`src/design/rscc_pkg.sv`:
```
// Shared types, constants and tables of the scan clustering core.
package rscc_pkg;

    localparam int SCAN_MAX_DEF   = 2048;
    localparam int TRIG_FRAC_BITS = 15;
    localparam int CORDIC_STEPS   = 24;
    localparam int CORDIC_W       = 34;
    localparam int ADDR_W         = 5;
    localparam int CMD_DEPTH      = 4;
    localparam int RES_DEPTH      = 4;
    localparam int COORD_W        = 17;

    localparam logic signed [CORDIC_W-1:0] CORDIC_GAIN = 34'sd652032874;

    typedef enum logic [2:0] {
        REG_MIN_MM,
        REG_MAX_MM,
        REG_GAP,
        REG_ARC,
        REG_SCAN_LEN,
        REG_ANGLE_START,
        REG_ANGLE_STEP
    } t_reg_idx;

    typedef struct packed {
        logic [15:0]        min_mm;
        logic [15:0]        max_mm;
        logic [15:0]        gap;
        logic [7:0]         arc;
        logic [11:0]        scan_len;
        logic signed [15:0] angle_start;
        logic [15:0]        angle_step;
    } t_cfg;

    typedef struct packed {
        logic        pre;
        logic        add;
        logic        post;
        logic [15:0] range;
        logic [15:0] angle;
    } t_cmd;

    typedef enum logic [2:0] {
        ST_IDLE,
        ST_DIV,
        ST_EMIT,
        ST_CORDIC,
        ST_TRIG,
        ST_MUL,
        ST_ACC,
        ST_FLUSH
    } t_back_state;

    function automatic logic [29:0] atan_turn(input logic [4:0] i);
        logic [29:0] v;
        case (i)
            5'd0:    v = 30'd536870912;
            5'd1:    v = 30'd316933406;
            5'd2:    v = 30'd167458907;
            5'd3:    v = 30'd85004756;
            5'd4:    v = 30'd42667331;
            5'd5:    v = 30'd21354465;
            5'd6:    v = 30'd10679838;
            5'd7:    v = 30'd5340245;
            5'd8:    v = 30'd2670163;
            5'd9:    v = 30'd1335087;
            5'd10:   v = 30'd667544;
            5'd11:   v = 30'd333772;
            5'd12:   v = 30'd166886;
            5'd13:   v = 30'd83443;
            5'd14:   v = 30'd41722;
            5'd15:   v = 30'd20861;
            5'd16:   v = 30'd10430;
            5'd17:   v = 30'd5215;
            5'd18:   v = 30'd2608;
            5'd19:   v = 30'd1304;
            5'd20:   v = 30'd652;
            5'd21:   v = 30'd326;
            5'd22:   v = 30'd163;
            5'd23:   v = 30'd81;
            default: v = 30'd0;
        endcase
        return v;
    endfunction

endpackage

```
`src/design/rscc_front.sv`:
```
// Front end: classifies each sample and issues close, add and flush commands.
module rscc_front #(
    parameter int SCAN_MAX = rscc_pkg::SCAN_MAX_DEF
) (
    input  logic          i_clk,
    input  logic          i_rst_n,
    input  rscc_pkg::t_cfg i_cfg,
    input  logic          i_accept,
    input  logic [15:0]   i_range_mm,
    input  logic          i_range_infinite,
    input  logic          i_last_sample,
    output logic          o_cmd_push,
    output rscc_pkg::t_cmd o_cmd
);
    import rscc_pkg::*;

    localparam int IW = $clog2(SCAN_MAX);
    localparam int CW = IW + 1;

    logic [IW-1:0]      r_index;
    logic [15:0]        r_prev_range;
    logic               r_prev_valid;
    logic [CW-1:0]      r_size;

    logic               sample_ok, in_arc, join_ok, active, add, pre, post;
    logic signed [9:0]  arc_diff, m;
    logic signed [31:0] lhs, len, m_ext, lo, hi;
    logic [15:0]        rdiff;
    logic [CW-1:0]      size1, size_add, size_next;

    always_comb begin
        sample_ok = !i_range_infinite && (i_range_mm > i_cfg.min_mm)
                    && (i_range_mm < i_cfg.max_mm);
        arc_diff  = 10'sd180 - signed'(10'(i_cfg.arc));
        m         = arc_diff[9] ? ((arc_diff + 10'sd1) >>> 1) : (arc_diff >>> 1);
        lhs       = signed'(32'(r_index) * 32'd180);
        len       = signed'(32'(i_cfg.scan_len));
        m_ext     = 32'(m);
        lo        = len * m_ext;
        hi        = len * (32'sd180 - m_ext);
        in_arc    = (lhs > lo) && (lhs < hi);
        rdiff     = (i_range_mm > r_prev_range) ? (i_range_mm - r_prev_range)
                                                : (r_prev_range - i_range_mm);
        join_ok   = (!r_prev_valid || (rdiff < i_cfg.gap)) && (r_size < CW'(SCAN_MAX));
        active    = (r_index != '0);
        add       = active && sample_ok && in_arc;
        pre       = active && (!add || !join_ok) && (r_size != '0);
        size1     = pre ? '0 : r_size;
        size_add  = size1 + CW'(add);
        post      = i_last_sample && (size_add != '0);
        size_next = post ? '0 : size_add;
    end

    assign o_cmd_push  = i_accept && (pre || add || post);
    assign o_cmd.pre   = pre;
    assign o_cmd.add   = add;
    assign o_cmd.post  = post;
    assign o_cmd.range = i_range_mm;
    assign o_cmd.angle = i_cfg.angle_start + 16'(i_cfg.angle_step * 16'(r_index));

    always_ff @(posedge i_clk) begin
        if (!i_rst_n) begin
            r_index      <= '0;
            r_prev_range <= '0;
            r_prev_valid <= 1'b0;
            r_size       <= '0;
        end else if (i_accept) begin
            if (i_last_sample) begin
                r_index <= '0;
            end else if (r_index != IW'(SCAN_MAX - 1)) begin
                r_index <= r_index + 1'b1;
            end
            r_prev_range <= i_range_mm;
            r_prev_valid <= sample_ok;
            r_size       <= size_next;
        end
    end

endmodule

```
`config.mk`:
```
export PLATFORM = sky130hd
export DESIGN_NAME = rscc_front
export DESIGN_NICKNAME = d
export VERILOG_FILES = /design/src/design/rscc_pkg.sv /design/src/design/rscc_front.sv
export SDC_FILE = /design/constraint.sdc
export NUM_CORES = 1
export LEC_CHECK = 0
export BUFFER_PORTS_ARGS = -buffer_cell sky130_fd_sc_hd__buf_2
export CORE_ASPECT_RATIO = 0.6
export CORE_UTILIZATION = 55
export CTS_BUF_LIST = sky130_fd_sc_hd__clkbuf_16
export CTS_CLUSTER_SIZE = 14
export DETAILED_ROUTE_END_ITERATION = 10
export PLACE_DENSITY = 0.79
export SLEW_MARGIN = 20
export SYNTH_ARGS = -nofsm -noshare
export SYNTH_HDL_FRONTEND = slang
export SYNTH_SLANG_ARGS = --single-unit
```
`constraint.sdc`:
```
create_clock -name i_clk -period 43.9 [get_ports i_clk]
set_input_delay 8.78 -clock i_clk [delete_from_list [all_inputs] [get_ports i_clk]]
set_output_delay 8.78 -clock i_clk [all_outputs]
set_load 0.005 [all_outputs]
```
======== Word level (Yosys, flattened, before mapping) ========
Index checks and enable logic that the tools add are counted.
operators by class
  $lt $le $gt $ge ......................... 7
  equality and inequality tests ........... 1
  add/subtract/negate cells ............... 8
  reduce and logical (&&, ||, !) cells .... 23
  multiplexer cells ....................... 6
  multipliers ............................. 4
operators by type and width
  operator                                             number
  > comparator 16 bit                                  2
  < comparator 16 bit                                  2
  subtractor 16 bit                                    2
  < comparator 20 x 24 -> 1 bit                        1
  multiplier 13 x 11 -> 24 bit                         1
  2-to-1 mux 12 bit                                    2
  nonzero test 12 bit                                  2
  > comparator 20 x 23 -> 1 bit                        1
  multiplier 13 x 10 -> 23 bit                         1
  2-to-1 mux 11 bit                                    2
  multiplier 11 x 6 -> 17 bit (second input constant)  1
  adder 16 bit                                         1
  multiplier 16 x 11 -> 16 bit                         1
  2-to-1 mux 16 bit                                    1
  adder 12 x 1 -> 12 bit                               1
  < comparator 12 bit (second input constant)          1
  adder 11 x 1 -> 11 bit (second input constant)       1
  inequality test 11 bit (second input constant)       1
  nonzero test 11 bit                                  1
  subtractor 9 x 10 -> 11 bit (first input constant)   1
  adder 9 x 2 -> 10 bit (second input constant)        1
  logical AND 1 bit                                    10
  2-to-1 mux 10 bit                                    1
  subtractor 8 x 8 -> 9 bit (first input constant)     1
  4 further kinds                                      10
storage, ports and cells
  logic and storage cells ................. 53
  flip-flop bits (word level) ............. 40

======== Logic depth before layout (Yosys ltp) ========
  depth in word-level cells ............... 18
  depth in mapped cells ................... 52
  gate-level depth less buffers ........... 50

======== Worst setup path after synthesis ========
OpenSTA, ideal clock, no wires.
  path kind ............................... input-to-output
  start ................................... in i_cfg[45] (netlist name)
  end ..................................... out o_cmd_push
  setup slack ............................. 16.442 ns
  path buffers ............................ 3
  stages on the path ...................... 48
  data arrival time ....................... 18.678 ns
  cells stage by stage .................... inv_1 ha_1 nor2b_4 o2111ai_1 xor2_1 clkbuf_1 ha_1 a211oi_1 nor2_1 xor2_1 clkbuf_1 nand2_1 fa_1 fa_1 inv_1 ha_1 fa_1 inv_1 [... 12 more ...] a21oi_1 nand2_1 a21oi_1 o31ai_1 a21o_1 a311oi_2 a31o_4 and2_1 ha_1 ha_1 clkbuf_1 nand3_1 nor2_1 xnor2_1 nand3_1 nor3_1 a211oi_2 o31a_1
between the ends
  longest elaborated chain between the ends .. 18
  elaborated cells between the ends (all ways) .. 21
  classes of those cells .................. add/sub: 4; mul: 2; order compare: 2; mux: 2; reduce/logical: 11
ends and longest elaborated chain
  element                          line              source
  start, declared                  rscc_front.sv:7   input rscc_pkg::t_cfg i_cfg,
  subtractor 8 x 8 -> 9 bit (*)    rscc_front.sv:34  arc_diff = 10'sd180 - signed'(10'(i_cfg.arc));
  adder 9 x 2 -> 10 bit            rscc_front.sv:35  m = arc_diff[9] ? ((arc_diff + 10'sd1) >>> 1) : (arc_diff >>> 1);
  2-to-1 mux 10 bit (*)            rscc_front.sv:35
  subtractor 9 x 10 -> 11 bit      rscc_front.sv:40  hi = len * (32'sd180 - m_ext);
  multiplier 13 x 11 -> 24 bit     rscc_front.sv:40
  < comparator 20 x 24 -> 1 bit    rscc_front.sv:41  in_arc = (lhs > lo) && (lhs < hi);
  logical AND 1 bit (*)            rscc_front.sv:41
  logical AND 1 bit (*)            rscc_front.sv:46  add = active && sample_ok && in_arc;
  [... 2 more ...]                 --
  logical AND 1 bit (2 in series)  rscc_front.sv:47  pre = active && (!add || !join_ok) && (r_size != '0);
  2-to-1 mux 12 bit                rscc_front.sv:48  size1 = pre ? '0 : r_size;
  adder 12 x 1 -> 12 bit (*)       rscc_front.sv:49  size_add = size1 + CW'(add);
  nonzero test 12 bit (*)          rscc_front.sv:50  post = i_last_sample && (size_add != '0);
  logical AND 1 bit (*)            rscc_front.sv:50
  named net post                   rscc_front.sv:25  logic sample_ok, in_arc, join_ok, active, add, pre, post;
  logical OR 1 bit (*)             rscc_front.sv:54  assign o_cmd_push = i_accept && (pre || add || post);
  logical AND 1 bit (*)            rscc_front.sv:54
  end, declared                    rscc_front.sv:12  output logic o_cmd_push,
Mark *: on every way through the listed nets, which the timed path passes. The rest lies on a longest branch.

======== Worst setup path after layout ========
  start ................................... in i_cfg[45] (netlist name)
  end ..................................... out o_cmd_push
between the ends
  longest elaborated chain between the ends .. 18
  elaborated cells between the ends (all ways) .. 21
  classes of those cells .................. add/sub: 4; mul: 2; order compare: 2; mux: 2; reduce/logical: 11
ends and longest elaborated chain
  element                          line
  subtractor 8 x 8 -> 9 bit (*)    rscc_front.sv:34
  adder 9 x 2 -> 10 bit            rscc_front.sv:35
  2-to-1 mux 10 bit (*)            rscc_front.sv:35
  subtractor 9 x 10 -> 11 bit      rscc_front.sv:40
  multiplier 13 x 11 -> 24 bit     rscc_front.sv:40
  < comparator 20 x 24 -> 1 bit    rscc_front.sv:41
  logical AND 1 bit (*)            rscc_front.sv:41
  logical AND 1 bit (*)            rscc_front.sv:46
  logical NOT 1 bit                rscc_front.sv:47
  logical OR 1 bit                 rscc_front.sv:47
  logical AND 1 bit (2 in series)  rscc_front.sv:47
  2-to-1 mux 12 bit                rscc_front.sv:48
  adder 12 x 1 -> 12 bit           rscc_front.sv:49
  nonzero test 12 bit              rscc_front.sv:50
  logical AND 1 bit                rscc_front.sv:50
  logical OR 1 bit (*)             rscc_front.sv:54
  logical AND 1 bit (*)            rscc_front.sv:54
Every way passes the cells marked *; elsewhere a longest branch is shown, timed or not.

==> results.cfg <==
[outcome]
status = finished, final reports clean

[floorplanning]
dieWidth_um = 245
die_h_um = 148
design.core.area_um2 = 35000
ioPinCount = 157
initial_core_util = 0.558
die-area_um2 = 36300
rows = 53

[detailed_routing]
drc = 0
vias = 16320
first_pass_iters = 6
detail-route-antenna-nets = 0
avgRoutedWirePerCell_um = 17.1
totalWireLength_um = 49900
vias_per_cell = 5.58
first_iter_violations = 1311

[logic_synthesis]
yosysMostFrequentCell = inv_1
ys.flop_type = dfxtp_1
ys_seq_elements = 40
yosys_warnings = 0
synth_area_um2 = 19500
synth_edf_count = 0
syn_area_per_cell_um2 = 8.28
seq_area_frac_synth = 0.0410
synthTopCellsByArea = fa_1 28%, ha_1 21%, inv_1 9.3%
synthArstFlopShare = 0
netlist.area_leader.share = 0.283
synth_common_cells = 485 x inv_1, 326 x ha_1, 276 x fa_1, 262 x nand2_1, 105 x and2_1
syn_inst = 2360
yosys.area.top_type = fa_1
yosysUniqueCellTypes = 86

[setup_path]
cp.arrival_ns = 21.32
criticalPathCategory = in -> out
timing.critical_path.from = i_cfg[45]
critPathMaxFanout = 15
r2r-start = r_index[2]$_SDFFE_PN0P_
worstPathRequired_ns = 35.12
cpMostUsedCell = ha_1
setup.worst_path.end_class = output pin
critPathSlowestCell = xor2_1
critPathMaxStageDelay_ns = 0.80
start_kind = input pin
ff2ff_path_depth = 36
r2r_slack_ns = 34.73

[cts]
cts.path.max_buffers = 2
cts_tree = done
htree_levels = 2
ctsHoldBuffers = 0
cts.sinks = 40
clk-insertion-delay-late_ns = 0.30
clock_tree.root_cell = clkbuf_16
post_cts_resize_count = 0
post_cts_buffers = 0
numCtsBuffers = 5
clkTransAtPathRegs_ns = 0.06

[timing]
post-route-period-util = 0.686
slew_viol_final = 0
worst_slew_pin_slew_ns = 1.11
max_freq_mhz = 33.2
finalHoldViolCount = 0
rsz0062_at_grt = no
skew_ns = 0.00939
finalSetupTns_ns = 0
period_minus_slack_ns = 30.10
relSlewSlack = 0.255
setup_viol = 0

[grt]
grt_pass1_wl_um = 82400
globalRouteTotalUtil = 0.283
grt.overflow.total = 0
antenna_found_initial = 1
grt_max_degree = 39
grt_pass1_vias = 16350

[power]
power_leakage_nw = 11.1
powerDensity_nw_per_um2 = 66.3
max-vdd-ir-drop_uv = 80.6
total_power_mw = 1.38

[hold_path]
hold_start = r_size[0]$_SDFFE_PN0P_
hold_depth = 2
hp-class = reg -> reg

[job]
maxCapViolations = 0

[layout]
drive_gt1_frac = 0.0859
stdcell_count = 2924
regArea_um2 = 801
nFillCells = 3066
final_core_util = 0.593
area_growth_pct = 6.36
nets = 3178
multiInputGateArea_um2 = 16500

[placement]
portBuffers = 156
dp_hpwl_um = 42700
dp_cells = 2915
place.gp.congestion = 0.986
[where the power goes]
| part | switching [mW] | internal, mW |
|---|---|---|
| sequential | 0.000885 | 0.0373 |
| clock | 0.0171 | 0.0271 |
| combinational | 0.792 | 0.504 |
| total | 0.810 | 0.569 |
[critical path: cells and delay by family]
kind            cells  cell delay (ns)
compound gates     18             4.39
fa+ha+maj          10             4.04
simple gates       10             2.02
xor+xnor            4             1.53
buf+inv             6             0.49
[flip-flops by register name, indices dropped and copies added, names as in the netlist]
register and cells:
r_prev_range 16, r_size 12, r_index 11, r_prev_valid 1
[metrics by stage]
stage | hold WS [ns] | area (µm²) | setup slack [ns]
6_report | 0.509 | 20800 | 13.80
5_1_grt | 0.521 | 20800 | 12.90
4_1_cts | 0.512 | 20800 | 13.88
3_5_place_dp | 0.501 | 20600 | 13.95
3_3_place_gp | 0.501 | 20600 | 14.52
2_1_floorplan | 0.458 | 19600 | 16.44
[cells in the final DEF (no fill, tap or decap), drive strengths merged, types with 11 or more instances in the layout]
cell | Yosys | layout
nand4 | 24 | 24
buf | 35 | 164
inv | 486 | 487
nor2b | 54 | 54
conb | 2 | 26
and2 | 105 | 105
nand2b | 22 | 22
nor2 | 67 | 67
ha | 326 | 326
o211ai | 11 | 11
a21o | 59 | 59
xor2 | 48 | 48
o21ai | 57 | 57
xnor2 | 68 | 68
nor3 | 20 | 20
nand3 | 40 | 40
nand2 | 262 | 262
dfxtp | 40 | 40
a211oi | 13 | 13
and3 | 14 | 14
mux2i | 26 | 26
a21oi | 101 | 101
o21bai | 13 | 13
fa | 276 | 276
[kinds of logic after synthesis]
| group | synth area share |
|---|---|
| simple gates | 0.164 |
| fa+ha+maj | 0.492 |
| other cells | 0.000384 |
| xor+xnor | 0.0524 |
| flops | 0.0410 |
| buf+inv | 0.118 |
| compound gates | 0.118 |
| mux | 0.0151 |
[final timing paths]
| path | end |
|---|---|
| setup / recovery | o_cmd_push |
| hold / removal | r_size[0]$_SDFFE_PN0P_ |
| setup reg to reg | r_size[5]$_SDFFE_PN0P_ |
| hold reg to reg | r_size[0]$_SDFFE_PN0P_ |
[metal layers]
metal / part of all wire / up-vias / global-route usage
li1: - / 7687 / -
met1: 0.46 / 7981 / 0.423
met2: 0.43 / 590 / 0.428
met3: 0.093 / 62 / 0.0590
met4: 0.013 / 0 / 0.0416
met5: 0 / - / 0
[area by class of cell]
type / instances / area share
multi-input cells: 1757 / 0.797
inverters: 487 / 0.0880
repair buffers: 164 / 0.0405
flip-flops and latches: 40 / 0.0385
well taps: 467 / 0.0281
clock buffers: 5 / 0.00602
clock inverters: 3 / 0.00223
diodes: 1 / 0.000120
Note: power is estimated with default switching activity, not from simulation.
