[config.mk]
export PLATFORM = sky130hd
export DESIGN_NAME = rscc_fifo
export DESIGN_NICKNAME = d
export VERILOG_FILES = /design/src/design/rscc_fifo.sv
export SDC_FILE = /design/constraint.sdc
export NUM_CORES = 1
export LEC_CHECK = 0
export BUFFER_PORTS_ARGS = -buffer_cell sky130_fd_sc_hd__buf_2
export CORE_ASPECT_RATIO = 1.5
export CORE_UTILIZATION = 35
export DETAILED_ROUTE_END_ITERATION = 8
export GPL_ROUTABILITY_DRIVEN = 1
export RECOVER_POWER = 100
export SLEW_MARGIN = 20
export SYNTH_ARGS = -nofsm -noshare
export SYNTH_HDL_FRONTEND = slang
export SYNTH_SLANG_ARGS = --single-unit
export TNS_END_PERCENT = 1
[constraint.sdc]
create_clock -name i_clk -period 5.1 [get_ports i_clk]
set_input_delay 0.255 -clock i_clk [delete_from_list [all_inputs] [get_ports i_clk]]
set_output_delay 0.255 -clock i_clk [all_outputs]
set_load 0.02 [all_outputs]
[src/design/rscc_fifo.sv]
// Small register queue used for the command and result buffers.
module rscc_fifo #(
    parameter int WIDTH = 8,
    parameter int DEPTH = 4
) (
    input  logic             i_clk,
    input  logic             i_rst_n,
    input  logic             i_push,
    input  logic [WIDTH-1:0] i_data,
    output logic             o_full,
    input  logic             i_pop,
    output logic [WIDTH-1:0] o_data,
    output logic             o_empty
);
    localparam int PW = (DEPTH > 1) ? $clog2(DEPTH) : 1;
    localparam int NW = $clog2(DEPTH + 1);

    logic [WIDTH-1:0] r_mem [DEPTH];
    logic [PW-1:0]    r_wr, r_rd;
    logic [NW-1:0]    r_cnt;
    logic             do_push, do_pop;

    assign o_full  = (r_cnt == NW'(DEPTH));
    assign o_empty = (r_cnt == '0);
    assign do_push = i_push && !o_full;
    assign do_pop  = i_pop && !o_empty;
    assign o_data  = r_mem[r_rd];

    always_ff @(posedge i_clk) begin
        if (do_push) begin
            r_mem[r_wr] <= i_data;
        end
    end

    always_ff @(posedge i_clk) begin
        if (!i_rst_n) begin
            r_wr  <= '0;
            r_rd  <= '0;
            r_cnt <= '0;
        end else begin
            if (do_push) begin
                r_wr <= (r_wr == PW'(DEPTH - 1)) ? '0 : r_wr + 1'b1;
            end
            if (do_pop) begin
                r_rd <= (r_rd == PW'(DEPTH - 1)) ? '0 : r_rd + 1'b1;
            end
            if (do_push && !do_pop) begin
                r_cnt <= r_cnt + 1'b1;
            end else if (do_pop && !do_push) begin
                r_cnt <= r_cnt - 1'b1;
            end
        end
    end

endmodule

Word level (Yosys, flattened, before mapping)
Memories as Yosys holds them, arrays and structs flattened. A register that Yosys moved wholly into a read port is not among the register bits.
Cells that the tools add are included.
- reduce and logical (&&, ||, !) cells: 10
- multiplexer cells: 8
- bitwise operators: 0
- order comparisons: 0
- shift operators: 0
- equality and inequality tests: 3
- divide/modulo/power cells: 0
- add/subtract/negate cells: 4
- multiply operators: 0
- operators with widths (cell ; number):
    2-bit 2-to-1 mux ; 4
    3-bit 2-to-1 mux ; 2
    2-bit by 1-bit adder with 2-bit output, second input constant ; 2
    2-bit equality test, second input constant ; 2
    1-bit logical AND ; 4
    1-bit logical NOT ; 4
    3-bit by 1-bit adder with 3-bit output, second input constant ; 1
    3-bit equality test, second input constant ; 1
    3-bit logical NOT ; 1
    3-bit by 1-bit subtractor with 3-bit output, second input constant ; 1
    1-bit 2-to-1 mux ; 2
    2-bit nonzero test ; 1
- output and inout bits: 10
- input bits: 12
- latch bits: 0
- ROM bits: 0
- RAM bits: 32
- register bits: 7
- logic and storage cells: 29
- memories kept: 1
- memories (memory ; words ; bits a word ; read ports ; clocked after memory_dff ; wr ports ; RTL line ; source):
    r_mem ; 4 ; 8 ; 1 ; 1 ; 1 ; 18 ; logic [WIDTH-1:0] r_mem [DEPTH];

Longest topological paths before layout
Gate-level depths: netlist (run 1).
- word-level depth: 7
- mapped depth: 9
- mapped depth without buffers: 8

Worst setup path before layout (run 1)
Ideal clock, no wire load.
- path kind: reg-to-reg
- start point: register r_cnt[0]
- end point: register r_cnt[2]
- clock period less this slack: 2.093 ns
- arrival time: 2.017 ns
- library setup time: 0.076 ns
- required time: 5.024 ns
- cell stages (with the launch flop): 8
- setup slack: 3.007 ns
- path buffers: 0
- cells stage by stage: dfxtp_1 > o31ai_1 > ha_1 > inv_1 > fa_1 > xor2_1 > or3_1 > a21boi_0
- longest elaborated chain between the ends: 6
- elaborated cells between the ends (all ways): 15
- classes of those cells: 2 x add/sub; 1 x eq/ne; 2 x mux; 10 x reduce/logical
- RTL lines (item ; RTL line ; source):
    from (decl) ; 20 ; logic [NW-1:0] r_cnt;
    from (signal assigned) ; 48 ; r_cnt <= r_cnt + 1'b1;
    from (signal assigned) ; 50 ; r_cnt <= r_cnt - 1'b1;
    parallel branches: the longest is 6 deep, another holds 3-bit by 1-bit subtractor with 3-bit output ; n/a ;
Several ways; the timed one is not identified. The select of a mux whose other input is x is not followed.
A chain may end at the register's enable or synchronous reset.

Worst setup path in the final report (run 1)
Ends and elaborated chain as after synthesis.

==> results of run 1 <==
[per-stage QoR]
stage	utilization (%)	setup WS, ns
after floorplan	-	3.01
after global placement	39.5	2.87
after detailed placement	39.5	2.74
after CTS	41.4	2.72
after global routing	40.8	2.51
final	40.8	2.74
[flip-flops by register name, summed over array words and instances (netlist names), named ones only]
signal and flops:
r_mem 32, r_rd 2, r_wr 2, r_cnt 3
[report_power, final]
group	internal (mW)	switching [mW]	leakage, nW
combinational	0.101	0.129	0.206
sequential	0.411	0.0437	0.367
clock	0.0944	0.112	0.0439
[cell usage in the layout, fill, tap and decap left out, types with 2 or more instances in the layout]
master	instances
edfxtp_1	32
clkbuf_1	18
dfxtp_1	9
mux4_2	8
nand2_1	6
ha_1	6
and2_0	5
clkbuf_8	5
inv_1	3
mux2i_1	3
o21ai_0	3
buf_2	3
nor2b_1	2
nor2_1	2
nand3_1	2
clkinv_2	2
[metal layers]
layer,up-vias,routed length [um]
met3,5,117
met2,25,1380
met4,0,59
li1,393,-
met5,-,0
met1,405,995
[path summary, 6_finish.rpt]
kind	start	endpoint	slack [ns]	cells after the start
min	i_data[0]	r_mem[2][0]	0.21	1
max reg2reg	r_cnt[0]	r_cnt[2]	2.74	8
max	r_cnt[0]	r_cnt[2]	2.74	8
min reg2reg	r_wr[1]	r_wr[1]	0.50	2
[cells by family after synthesis]
| kind of cell | Yosys count |
|---|---|
| flip-flops | 41 |
| AND/OR/NAND/NOR | 20 |
| multiplexers | 11 |
| buffers and inverters | 7 |
| adder cells (fa/ha/maj) | 7 |
| AO/OA/AOI/OAI | 5 |
| XOR/XNOR | 2 |
[area by class of cell]
cell class                      count  area share (%)
Sequential cell                    41            62.1
Multi-Input combinational cell     45            24.8
Timing Repair Buffer               21            4.50
Clock buffer                        5            3.75
Tap cell                           48            3.27
Clock inverter                      3           0.954
Inverter                            3           0.613
==> results.py, run 1 <==
metrics = {
    "routing": {
        "ant_nets": 0,
        "drtIter0Drc": 41,
        "routed_wl_um": 2550,
        "dr_total_vias": 828,
        "wire_per_inst_um": 15.4,
        "vias_per_cell": 4.99,
        "drc": 4,
        "drtPass1Iterations": 6,
    },
    "floorplanning": {
        "die_y_um": 85.6,
        "start_util_pct": 36.2,
        "die_area_um2": 4940,
        "die_w_um": 57.7,
        "fp.coreArea_um2": 4500,
        "rows": 30,
        "ioPinCount": 22,
    },
    "layout": {
        "syn_to_final_growth_pct": 12.7,
        "diodes": 0,
        "stdcell_count": 166,
        "final_nets": 136,
        "layout-drive-gt1-share_pct": 16.1,
        "register_area_um2": 1140,
        "fin_area_um2": 1840,
        "fill_cells": 430,
        "multi_input_area_um2": 455,
    },
    "critical_path": {
        "cp.buffers_inverters": 1,
        "crit_arrival_ns": 2.58,
        "end_kind": "register",
        "path_delay_family": "simple AND/OR/NAND/NOR gates",
        "cp.required_ns": 5.32,
        "cp_slowest_stage_delay_ns": 0.45,
        "worstPathCellList": "nor3b_1 > nor2b_1 > ha_1 > inv_1 > fa_1 > xor2_1 > or3_1 > a21boi_0",
        "worstPathMaxFanout": 7,
        "slowest_stage": "dfxtp_1",
        "worstSetupPathType": "register to register",
        "startpoint_type": "register",
    },
    "clock_tree": {
        "cts_sinks": 41,
        "clock_latency_ns": 0.30,
        "cts_root_buf": "clkbuf_8",
        "cts_buffers": 5,
        "cts-htree-levels": 2,
        "cts_tree": "built",
        "path_clk_slew_ns": 0.09,
        "cts_setup_buffers": 0,
        "ctsResizeCount": 0,
        "cts_hold_buf": 0,
        "clockBufferDepth": 2,
    },
    "place": {
        "gp_congestion": 0.621,
        "portBuffers": 21,
        "placed_cell_area_um2": 1780,
        "dp_cells": 158,
        "place_hpwl_um": 1830,
    },
    "logic_synthesis": {
        "synthArstFlopShare_pct": 0,
        "synth_top_area_share_pct": 58.9,
        "synthAdderAreaFrac_pct": 5.83,
        "synth_nets": 112,
        "synthCells": 93,
        "synth_cell_types": 23,
        "yosysWarnings": 0,
        "synthTopCellsByCount": "32 x edfxtp_1, 9 x dfxtp_1, 8 x mux4_2",
        "synth_edf_count": 32,
        "synthMuxAreaShare_pct": 12.9,
        "ys_seq_area_share_pct": 70.0,
        "synth_area_um2": 1630,
        "ys_ff_latch": 41,
        "synth_compound_area_share_pct": 1.84,
        "synth_top_family_by_area": "multiplexers",
        "yosys.area_share.simple_pct": 6.60,
        "synth_top_area_cell": "edfxtp_1",
        "synth.area.top_cells": "edfxtp_1 59%, dfxtp_1 11%, mux4_2 11%",
        "synth_ff_type": "edfxtp_1",
        "synth.most_common_cell": "edfxtp_1",
        "postSynthAreaPerCell_um2": 17.5,
        "synth_xor_area_share_pct": 1.07,
    },
    "global_route": {
        "gr-usage-met3_pct": 3.47,
        "antenna_found_initial": 0,
        "busiest_layer": "met2",
        "track_usage_pct": 11.9,
        "grt_max_degree": 14,
        "grt_pass1_vias": 896,
        "grt_use_met2_pct": 21.0,
        "grt_pass1_wl_um": 4220,
        "use_met1_pct": 12.2,
        "overflow": 0,
    },
    "power": {
        "power_density_nw_per_um2": 486,
        "p_leak_nw": 0.618,
        "power_mw": 0.892,
        "ir_worst_vdd_mv": 0.214,
    },
    "timing": {
        "min_period_ns": 2.36,
        "rsz0062_at_grt": "no",
        "tightest_slew_ns": 0.661,
        "finalSetupViolCount": 0,
        "max-slew-margin-rel_pct": 55.9,
        "timing.fmax_mhz": 424,
        "post-route-period-util_pct": 46.2,
        "skew_ns": 0.0114,
        "whs_ns": 0.215,
        "hold_viol": 0,
        "setup_tns_ns": 0,
        "drv_slew": 0,
    },
    "status": {
        "violations": "design-rule violations",
        "status": "finished, violations left",
    },
    "min_path": {
        "worst_hold_path_type": "input port to register",
    },
    "run": {
        "maxCapViolations": 0,
    },
}
Power figures use the tool's default switching activity.
==> inputs of run 2 (changes only) <==
- ABC_AREA: default -> 1
- clock period: 5.1 -> 2.35 ns (I/O delays scaled with it)
==> run 2 against run 1 <==
The run now ends clean. Largest cell class unchanged. Synthesized cell count rose by 59%. Global-route usage up 1.3 points. Sequential share of layout area shrank 4.7 points. Clock power rose to 3.2 times the previous value. Die area grew 3.7%. Register-to-register slack worse by 2.4 ns. Sequential cell count is the same. Final area rose by 8.2%. Largest power group unchanged. Critical endpoint is now r_cnt[1]. Non-clock buffer count grew 5.
==> results.py, run 2 <==
metrics = {
    "logic_synthesis": {
        "synth_top_area_cell": "edfxtp_1",
        "synth_edf_count": 32,
        "synth_top_area_share_pct": 56.8,
        "ys_seq_area_share_pct": 67.4,
        "synthArstFlopShare_pct": 0,
        "postSynthAreaPerCell_um2": 11.4,
        "synth.area.top_cells": "edfxtp_1 57%, dfxtp_1 11%, nor2_1 7.3%",
        "synth.most_common_cell": "nor2_1",
        "yosysWarnings": 0,
        "synthTopCellsByCount": "33 x nor2_1, 32 x edfxtp_1, 18 x inv_1",
        "synth_nets": 167,
        "ys_ff_latch": 41,
        "synth_cell_types": 18,
        "synth_ff_type": "edfxtp_1",
        "synthCells": 148,
        "synth_area_um2": 1690,
    },
    "clock_tree": {
        "cts_buffers": 5,
        "cts_setup_buffers": 0,
        "clock_latency_ns": 0.29,
        "path_clk_slew_ns": 0.08,
        "cts_tree": "built",
        "cts_sinks": 41,
        "clockBufferDepth": 2,
        "ctsResizeCount": 0,
        "cts-htree-levels": 2,
        "cts_root_buf": "clkbuf_8",
        "cts_hold_buf": 0,
    },
    "timing": {
        "tightest_slew_ns": 0.561,
        "min_period_ns": 1.97,
        "setup_tns_ns": 0,
        "skew_ns": 0.00597,
        "finalSetupViolCount": 0,
        "timing.fmax_mhz": 507,
        "layout_setup_ws_ns": 0.379,
        "rsz0062_at_grt": "no",
        "hold_viol": 0,
        "max-slew-margin-rel_pct": 62.6,
        "post-route-period-util_pct": 83.9,
        "drv_slew": 0,
    },
    "layout": {
        "syn_to_final_growth_pct": 17.4,
        "register_area_um2": 1140,
        "largest_register_ffs": 32,
        "final_cell_mix": "33 x nor2_1, 32 x edfxtp_1, 21 x clkbuf_1",
        "multi_input_area_um2": 455,
        "diodes": 0,
        "final_nets": 198,
        "layout.cells.most_common": "nor2_1",
        "reg_top3": "r_mem: 32 flops, r_cnt: 3 flops",
        "layout-drive-gt1-share_pct": 8.89,
        "fill_cells": 476,
        "largest-register": "r_mem",
    },
    "power": {
        "ir_worst_vdd_mv": 0.595,
        "p_clk_share_pct": 27.7,
        "power_frac_seq_pct": 41.1,
        "switching_power_mw": 0.809,
        "internal_power_mw": 1.55,
        "switching_share_pct": 34.3,
        "combPwrFrac_pct": 31.2,
        "power_density_nw_per_um2": 1190,
        "p_leak_nw": 0.762,
    },
    "critical_path": {
        "worstSetupPathType": "register to register",
        "end_kind": "register",
        "startpoint_type": "register",
        "cp.buffers_inverters": 2,
        "cp.required_ns": 2.53,
        "path_delay_family": "adder cells",
        "crit_arrival_ns": 2.16,
        "worstPathMaxFanout": 7,
        "slowest_stage": "fa_1",
        "worstPathCellList": "nor2_1 > nand2_1 > nand2_1 > inv_1 > ha_1 > inv_1 > fa_1 > o21ai_0 > nor2_1",
        "reg2reg_slack_ns": 0.38,
        "cp_slowest_stage_delay_ns": 0.41,
    },
    "global_route": {
        "antenna_found_initial": 0,
        "grt_pass1_wl_um": 4880,
        "grt_pass1_vias": 1095,
        "track_usage_pct": 13.2,
        "overflow": 0,
        "grt_max_degree": 18,
    },
    "routing": {
        "dr_total_vias": 1100,
        "drtIter0Drc": 47,
        "wire_per_inst_um": 12.4,
        "ant_nets": 0,
        "routed_wl_um": 3020,
        "drc": 0,
        "drtPass1Iterations": 4,
        "vias_per_cell": 4.51,
    },
    "floorplanning": {
        "fp.coreArea_um2": 4580,
        "start_util_pct": 37.0,
        "rows": 30,
        "die_area_um2": 5120,
        "die_w_um": 58.8,
        "ioPinCount": 22,
        "die_y_um": 87.2,
    },
    "place": {
        "portBuffers": 21,
        "gp_congestion": 0.794,
        "place_hpwl_um": 2140,
        "dp_slack_ns": 0.454,
    },
    "status": {
        "status": "completed",
    },
    "min_path": {
        "worst_hold_path_type": "input port to register",
    },
    "run": {
        "maxCapViolations": 0,
    },
}
## run 2: cell count changes after synthesis, sizes merged, moves of 5 or more
cell,delta
nand2,+9
nor2,+31
mux4,-8
o22ai,+8
inv,+16
o21ai,+15
and2,-5
## run 2: logic make-up (layout without fill, tap and decap cells)
kind of cell	after synthesis	count (layout)	synth area share, %
AOI/OAI and AO/OA	28	28	9.53
adders and majority gates	7	7	5.62
buffers and inverters	21	53	5.54
DFF	41	41	67.4
and+or+nand+nor	51	51	11.9
## run 2: power by group through the flow
| stage | combinational [mW] | sequential [mW] | clock (mW) |
|---|---|---|---|
| 5_1_grt | 0.840 | 0.984 | 0.696 |
| 6_report | 0.736 | 0.971 | 0.655 |
| 3_3_place_gp | 0.745 | 0.981 | 0 |
| 4_1_cts | 0.784 | 0.973 | 0.670 |
| 3_5_place_dp | 0.781 | 0.990 | 0 |
| 2_1_floorplan | 0.556 | 0.974 | 0 |
## run 2: area by class of cell
class	instances	share of cell area, %
inverters	19	3.59
repair buffers	26	5.35
clock buffers	5	3.46
well taps	64	4.03
clock inverters	3	3.27
flip-flops and latches	41	57.4
multi-input cells	86	22.9
## run 2: stage by stage
step | power, mW | area (um2) | cells | util [%] | hold slack, ns
floorplan | 1.53 | 1690 | 148 | - | 0.216
global placement | 1.73 | 1890 | 236 | 41.3 | 0.331
global route | 2.52 | 1990 | 244 | 43.4 | 0.0720
detailed placement | 1.77 | 1890 | 236 | 41.3 | 0.335
CTS | 2.43 | 2030 | 244 | 44.3 | 0.0285
finish | 2.36 | 1990 | 244 | 43.4 | 0.0752
## run 2: routing by layer
metal,up-vias,GRT usage (%),wire length (um)
met4,0,5.41,48
met3,5,4.01,118
met1,507,13.2,1250
met5,-,0,0
met2,23,24.5,1600
li1,565,-,-
## run 2: final timing paths
path,from,end,depth (start not counted)
setup reg to reg,r_cnt[1],r_cnt[1],9
hold reg to reg,r_cnt[0],r_cnt[0],2
hold / removal,i_data[1],r_mem[2][1],1
setup / recovery,r_cnt[1],r_cnt[1],9
